[src/word_frequency_table_defines.svh]
// Assertion macros shared by the word frequency table RTL.
// Depends on the including module having aclk and aresetn in scope.
`ifndef WORD_FREQUENCY_TABLE_DEFINES_SVH
`define WORD_FREQUENCY_TABLE_DEFINES_SVH

// Condition that must hold at every clock edge outside reset.
`define WFT_ASSERT_ALWAYS(label, cond, msg) \
    label: assert property (@(posedge aclk) disable iff (!aresetn) (cond)) else $error(msg);

// Antecedent in one cycle implies consequent in the same cycle.
`define WFT_ASSERT_SAME(label, ante, cons, msg) \
    label: assert property (@(posedge aclk) disable iff (!aresetn) (ante) |-> (cons)) \
        else $error(msg);

// Antecedent in one cycle implies consequent in the next cycle.
`define WFT_ASSERT_NEXT(label, ante, cons, msg) \
    label: assert property (@(posedge aclk) disable iff (!aresetn) (ante) |=> (cons)) \
        else $error(msg);

`endif

[src/wft_pkg.sv]
// Shared constants and controller/datapath interface types for the word frequency table.
// No dependencies.
package wft_pkg;

    localparam int TABLE_ENTRIES = 1024;
    localparam int WORD_BYTES    = 8;

    localparam int ADDR_W   = $clog2(TABLE_ENTRIES);
    localparam int CNT_W    = ADDR_W + 1;
    localparam int IDX_W    = 10;
    localparam int CHAR_W   = 8;
    localparam int COUNT_W  = 16;
    localparam int LEN_W    = 4;
    localparam int POS_W    = 3;
    localparam int WORD_W   = 8 * WORD_BYTES;
    localparam int CMP_W    = (IDX_W > CNT_W) ? IDX_W : CNT_W;

    // controller -> datapath
    typedef struct packed {
        logic accept;     // latch the item, update the word assembly
        logic rd_en;      // issue a table read
        logic rd_search;  // read address comes from the search pointer
        logic ptr_clr;    // restart the search pointer
        logic hit_done;   // bump the matched count, load a word result
        logic miss_done;  // insert or drop, load a word result
        logic read_done;  // load a read reply
    } cmd_t;

    // datapath -> controller
    typedef struct packed {
        logic is_read;    // mode of the item on the input port
        logic word_done;  // input item completes a nonempty word
        logic match_now;  // table data register holds a matching entry
        logic ptr_end;    // every entry in use has been read
        logic data_valid; // table data register holds a search read
        logic out_free;   // output register may be loaded this cycle
    } status_t;

endpackage

[src/wft_ctrl.sv]
// Sequencer for the word frequency table: accepts items, walks the search, loads results.
// Depends on wft_pkg.
module wft_ctrl (
    input  logic                aclk,
    input  logic                aresetn,
    input  logic                s_valid,
    output logic                s_ready,
    input  wft_pkg::status_t    status,
    output wft_pkg::cmd_t       cmd
);

    typedef enum logic [5:0] {
        ST_IDLE     = 6'b000001,
        ST_RD_ISSUE = 6'b000010,
        ST_RD_WAIT  = 6'b000100,
        ST_SEARCH   = 6'b001000,
        ST_HIT      = 6'b010000,
        ST_MISS     = 6'b100000
    } state_t;

    state_t state_reg, state_next;

    always_ff @(posedge aclk) begin
        if (!aresetn) begin
            state_reg <= ST_IDLE;
        end else begin
            state_reg <= state_next;
        end
    end

    always_comb begin
        state_next = state_reg;
        cmd        = '0;
        s_ready    = 1'b0;
        unique case (state_reg)
            ST_IDLE: begin
                s_ready = 1'b1;
                if (s_valid) begin
                    cmd.accept = 1'b1;
                    if (status.is_read) begin
                        state_next = ST_RD_ISSUE;
                    end else if (status.word_done) begin
                        cmd.ptr_clr = 1'b1;
                        state_next  = ST_SEARCH;
                    end
                end
            end
            ST_RD_ISSUE: begin
                cmd.rd_en  = 1'b1;
                state_next = ST_RD_WAIT;
            end
            ST_RD_WAIT: begin
                if (status.out_free) begin
                    cmd.read_done = 1'b1;
                    state_next    = ST_IDLE;
                end
            end
            ST_SEARCH: begin
                // one read in flight; stop issuing as soon as a match shows
                if (status.match_now) begin
                    state_next = ST_HIT;
                end else if (status.ptr_end) begin
                    if (!status.data_valid) begin
                        state_next = ST_MISS;
                    end
                end else begin
                    cmd.rd_en     = 1'b1;
                    cmd.rd_search = 1'b1;
                end
            end
            ST_HIT: begin
                if (status.out_free) begin
                    cmd.hit_done = 1'b1;
                    state_next   = ST_IDLE;
                end
            end
            ST_MISS: begin
                if (status.out_free) begin
                    cmd.miss_done = 1'b1;
                    state_next    = ST_IDLE;
                end
            end
            default: begin
                state_next = ST_IDLE;
            end
        endcase
    end

endmodule

[config.mk]
export PLATFORM = sky130hd
export DESIGN_NAME = wft_ctrl
export DESIGN_NICKNAME = d
export VERILOG_FILES = /design/src/word_frequency_table_defines.svh /design/src/wft_pkg.sv /design/src/wft_ctrl.sv
export SDC_FILE = /design/constraint.sdc
export NUM_CORES = 1
export LEC_CHECK = 0
export ABC_AREA = 1
export ABC_CLOCK_PERIOD_IN_PS = 1300
export BUFFER_PORTS_ARGS = -buffer_cell sky130_fd_sc_hd__buf_2
export CORE_AREA = 2 2 39 41
export DETAILED_ROUTE_END_ITERATION = 12
export DIE_AREA = 0 0 41 43
export SYNTH_ARGS = -nofsm -noshare
export SYNTH_HDL_FRONTEND = slang
export SYNTH_SLANG_ARGS = --single-unit
[constraint.sdc]
create_clock -name aclk -period 1.3 [get_ports aclk]
set_input_delay 0.26 -clock aclk [delete_from_list [all_inputs] [get_ports aclk]]
set_output_delay 0.26 -clock aclk [all_outputs]
set_load 0.02 [all_outputs]
==> run_results.csv, run 1 <==
group,metric,value,unit
layout,fin_util,0.545,
clock_tree,cts_root_buf,"clkbuf_4",
layout,drive_gt1_frac,0.514,
floorplanning,fp.dieArea,0.00176,mm^2
route,num_vias,585,
run_status,status,"complete, but fails checks",
placed_design,dp_cells,116,
placed_design,dp_hpwl,959,um
critical_path,r2r_end,"state_reg[4]",
placed_design,place.gp.congestion,0.790,
critical_path,arrival,1.30,ns
grt,grt_pass1_wl,2030,um
timing,finalWorstSetupSlack,-0.261,ns
layout,antenna_cells,0,
job,drv_cap,0,
timing,finalSetupTns,-1.40,ns
placed_design,placed_area,644,um^2
clock_tree,clock_latency,0.24,ns
route,dr.first_iter.drc_count,13,
logic_synthesis,ys_warn_count,0,
floorplanning,core,0.00138,mm^2
critical_path,rrSetupSlack,-0.02,ns
critical_path,rr_worst_depth,8,
timing,max_freq,641,MHz
logic_synthesis,syn_nets,84,
logic_synthesis,ys_types,16,
critical_path,path_max_fanout,2,
timing,fin_crit_sh,1.20,
layout,syn_to_final_growth,62.5,%
hold_path,holdPathEnd,"state_reg[4]",
grt,grt_usage,0.170,
floorplanning,start_util,0.335,
pwr,p_leak,0.409,nW
clock_tree,cts_buffers,3,
critical_path,r2r_start,"state_reg[1]",
run_status,violations,"setup timing",
logic_synthesis,ys_seq_elements,6,
clock_tree,cts_sinks,6,
grt,grt_pass1_vias,507,
critical_path,worstSetupPathType,"flip-flop to output pin",
critical_path,critPathCaptureType,"output pin",
timing,worst_pin_slew,0.275,ns
pwr,p_per_area,2590,mW/mm^2
clock_tree,cts_tree,"built",
floorplanning,num_rows,14,
route,ant_nets,0,
grt,antenna_found_initial,0,
layout,final_cells,121,
timing,slew_violations,0,
placed_design,port_buffers,16,
critical_path,required,1.04,ns
timing,finClkSkew,0.00200,ns
floorplanning,die_w,41,um
route,drt_wl_total,1320,um
logic_synthesis,syn_inst,75,
pwr,vdd_drop_max,1.25,mV
grt,grt_max_degree,8,
logic_synthesis,synth_area,464,um^2
logic_synthesis,syn_area_per_cell,6.19,um^2
route,via_per_inst,4.83,
timing,final-hold-violation-count,0,
layout,largest_register_ffs,6,
clock_tree,htree_levels,1,
hold_path,hp-class,"input pin to flip-flop",
route,drt_pre_antenna_iters,4,
hold_path,hold_path.startpoint,"aresetn",
layout,nNetsFinal,116,
clock_tree,clkSlewWorstSetupHoldPaths,0.04,ns
timing,rsz0062_at_grt,"true",
timing,maxSlewHeadroom,0.816,
floorplanning,io_pins,17,
logic_synthesis,yosysSeqAreaShare,0.259,
timing,setup_viol,9,
grt,globalRouteOverflowTotal,0,
layout,final_area,754,um^2
route,wl_per_cell,10.9,um
hold_path,worstHoldPathCells,3,
clock_tree,cts_buffer_depth,2,
route,drc,0,
clock_tree,hold_buffers,0,
floorplanning,die_y,43,um
critical_path,startpoint_type,"flip-flop",
timing,fin_crit,1.56,ns
## cells in the final DEF, fill, tap and decap left out, types with 2 or more instances in the layout
cell type  instances
buf_4             13
nand3_2            2
nand4_1            6
buf_6              4
buf_2             10
nor2_1            14
dfxtp_2            4
inv_1              9
nand2_2            3
nand3_1            6
nand2_1           10
dfxtp_4            2
clkbuf_4           3
nor2_4             7
a21oi_1            4
## logic make-up after synthesis
kind of cell           count (synthesis)  share of synthesized area
buffers and inverters                 11                     0.0889
flip-flops                             6                      0.259
AO/OA/AOI/OAI                          6                     0.0647
AND/OR/NAND/NOR                       52                      0.588
## through the flow
stage | worst slack (ns) | hold WS (ns) | total power, mW
2_1_floorplan | 0.00301 | 0.380 | 1.03
3_3_place_gp | -0.0401 | 0.533 | 1.45
3_5_place_dp | -0.0675 | 0.533 | 1.46
4_1_cts | -0.243 | 0.273 | 1.79
5_1_grt | -0.319 | 0.289 | 2.14
6_report | -0.261 | 0.278 | 1.95
## per-layer routing
layer / vias to the layer above / GRT usage / routed length (um)
li1: 310 / - / -
met1: 252 / 0.207 / 580
met2: 19 / 0.263 / 651
met3: 4 / 0.0314 / 64
met4: 0 / 0.100 / 27
met5: - / 0 / 0
## where the power goes
group | leakage [nW] | switching, mW | total, mW | internal, mW
Combinational | 0.344 | 0.751 | 1.42 | 0.669
Sequential | 0.0517 | 0.0815 | 0.363 | 0.281
Clock | 0.0138 | 0.0636 | 0.168 | 0.104
## worst max-delay path by stage
stage,startpoint,endpoint,slack (ns)
after floorplan,state_reg[0],cmd[3],0.003
after global placement,state_reg[0],cmd[3],-0.04
after detailed placement,state_reg[0],cmd[3],-0.07
after CTS,state_reg[5],cmd[3],-0.24
after global routing,state_reg[0],cmd[3],-0.32
final,state_reg[0],cmd[3],-0.26
## Yosys cell counts
library cell / instances / area [um^2]
nor2_1: 17 / 63.8
inv_1: 11 / 41.3
nand3_2: 2 / 20.0
nor2_2: 3 / 18.8
nand2_2: 3 / 18.8
nand2_1: 10 / 37.5
o21ai_0: 1 / 5.00
nand4_1: 6 / 37.5
nor2_4: 2 / 22.5
o21ai_1: 1 / 5.00
nor3_1: 1 / 5.00
a21oi_1: 4 / 20.0
nand4_2: 1 / 12.5
or2_1: 1 / 6.26
dfxtp_1: 6 / 120
nand3_1: 6 / 30.0
## worst max-delay path, cell delays in order, from the launching register on
cell     delay [ns]
dfxtp_2        0.34
inv_2          0.05
nor2_4         0.11
nand3_2        0.09
or2_4          0.25
nor2_4         0.09
buf_6          0.12
## layout make-up
type	count	area, um^2
clock buffer	3	22.5
multi-input combinational	58	343
timing repair buffer	27	193
fill	134	629
tap	16	20.0
inverter	11	43.8
sequential	6	133
## what timing repair did
item                                    in CTS  in global routing
setup buffers                                1                  1
resized for setup                           17                 11
pin swaps                                    4                  2
endpoints found under the setup margin      12                 14
Power figures use the tool's default switching activity.
==> inputs of run 2 (changes only) <==
- SKIP_LAST_GASP: not set -> 1
==> run_results.csv, run 2 (synthesis gave the netlist of run 1 again) <==
group,metric,value,unit
clock_tree,htree_levels,1,
pwr,p_leak,0.439,nW
timing,finalWorstSetupSlack,-0.254,ns
critical_path,required,1.04,ns
placed_design,place.gp.congestion,0.790,
pwr,clockPowerShare,0.083,
clock_tree,cts_root_buf,"clkbuf_4",
route,drt_pre_antenna_iters,2,
layout,final_cell_mix,"nor2_1, buf_4, nand2_1, buf_2, inv_1",
placed_design,dp_hpwl,959,um
grt,grt_pass1_wl,2030,um
layout,largest_register_ffs,6,
pwr,vdd_drop_max,1.22,mV
timing,final-hold-violation-count,0,
grt,grt_usage,0.170,
floorplanning,die_w,41,um
critical_path,path_delay_family,"simple AND/OR/NAND/NOR gates",
layout,antenna_cells,0,
timing,worst_pin_slew,0.197,ns
pwr,power_switching,0.884,mW
critical_path,arrival,1.29,ns
timing,rsz0062_at_grt,"true",
route,drt_wl_total,1250,um
timing,slew_violations,0,
grt,antenna_found_initial,0,
critical_path,critPathCaptureType,"output pin",
floorplanning,core,0.00138,mm^2
pwr,seq_power_share,0.182,
critical_path,crit_chain,"inv_2 > nor2_4 > nand3_2 > or2_4 > nor2_4 > buf_6",
critical_path,rrSetupSlack,-0.03,ns
clock_tree,cts_sinks,6,
critical_path,crit_path_top_delay_cell,"dfxtp_2",
critical_path,critPathMaxStageDelay,0.35,ns
placed_design,port_buffers,16,
floorplanning,fp.dieArea,0.00176,mm^2
critical_path,worstSetupPathType,"flip-flop to output pin",
timing,fin_crit,1.55,ns
hold_path,hp-class,"input pin to flip-flop",
timing,finClkSkew,0.00179,ns
floorplanning,die_y,43,um
timing,max_freq,643,MHz
floorplanning,num_rows,14,
clock_tree,clock_latency,0.24,ns
timing,setup_viol,12,
grt,grt_max_degree,8,
route,drc,0,
clock_tree,cts_buffers,3,
pwr,p_per_area,2580,mW/mm^2
critical_path,path_max_fanout,2,
floorplanning,io_pins,17,
pwr,power,2.02,mW
job,drv_cap,0,
route,wl_per_cell,10.3,um
route,num_vias,579,
route,dr.first_iter.drc_count,7,
layout,drive_gt1_frac,0.538,
route,ant_nets,0,
route,via_per_inst,4.75,
layout,syn_to_final_growth,68.7,%
grt,globalRouteOverflowTotal,0,
pwr,switching_share,0.438,
floorplanning,start_util,0.335,
critical_path,crit_buf_inv,2,
grt,grt_pass1_vias,507,
clock_tree,clkSlewWorstSetupHoldPaths,0.04,ns
clock_tree,cts_buffer_depth,2,
timing,maxSlewHeadroom,0.868,
layout,nNetsFinal,117,
timing,fin_crit_sh,1.20,
critical_path,cpMostUsedCell,"nor2_4",
placed_design,pre_cts_ws,-0.0675,ns
pwr,intPower,1.13,mW
critical_path,startpoint_type,"flip-flop",
clock_tree,cts_tree,"built",
pwr,pwr-share-comb,0.735,
run_status,status,"complete, but fails checks",
run_status,violations,"setup timing",
-- run 2: changes by cell type in the layout (fill, tap and decap cells not counted) --
cell     previous run  this run
nand3_1             6         4
nand3_2             2         4
buf_12              0         1
buf_4              13        14
buf_6               4         3
inv_2               1         2
inv_4               1         0
nand2_2             3         2
nand2_4             0         1
-- run 2: per-layer routing --
metal / global-route usage / routed length [um] / up-vias
li1: - / - / 313
met1: 0.207 / 571 / 251
met2: 0.263 / 615 / 13
met3: 0.0314 / 50 / 2
met4: 0.100 / 17 / 0
met5: 0 / 0 / -
-- run 2: metrics by stage --
stage	hold slack [ns]	instance area (um^2)	cells	util	TNS, ns
2_1_floorplan	0.380	477	75	-	0
3_3_place_gp	0.533	644	116	0.466	-0.0532
3_5_place_dp	0.533	644	116	0.466	-0.105
4_1_cts	0.273	712	120	0.514	-1.54
5_1_grt	0.294	783	122	0.566	-2.47
6_report	0.286	783	122	0.566	-1.42
-- run 2: area by class of cell --
type / count / area [um^2]
fill: 126 / 601
tap: 16 / 20.0
sequential: 6 / 133
timing repair buffer: 28 / 209
clock buffer: 3 / 22.5
multi-input combinational: 58 / 358
inverter: 11 / 41.3
-- run 2: path summary, 6_finish.rpt --
kind                                      to  depth (start not counted)          from
worst min-delay path            state_reg[4]                          3       aresetn
worst max register to register  state_reg[5]                          9  state_reg[1]
worst min register to register  state_reg[3]                          2  state_reg[3]
worst max-delay path                  cmd[3]                          6  state_reg[0]
-- run 2: timing repair --
item | 4_1_cts | 5_1_grt
setup endpoints to repair | 12 | 14
hold buffers | 0 | 0
pin swaps | 4 | 7
gates resized for setup | 16 | 13
setup buffers | 1 | 2
-- run 2: tightest hold or removal path, cell delays in order --
cell,delay (ns)
buf_2,0.13
nand2_1,0.06
nor2_1,0.03
-- run 2: power by group through the flow --
stage / clock [mW] / sequential [mW] / combinational (mW)
3_3_place_gp: 0 / 0.329 / 1.12
3_5_place_dp: 0 / 0.332 / 1.13
5_1_grt: 0.192 / 0.376 / 1.64
4_1_cts: 0.178 / 0.342 / 1.27
2_1_floorplan: 0 / 0.328 / 0.701
6_report: 0.168 / 0.368 / 1.48
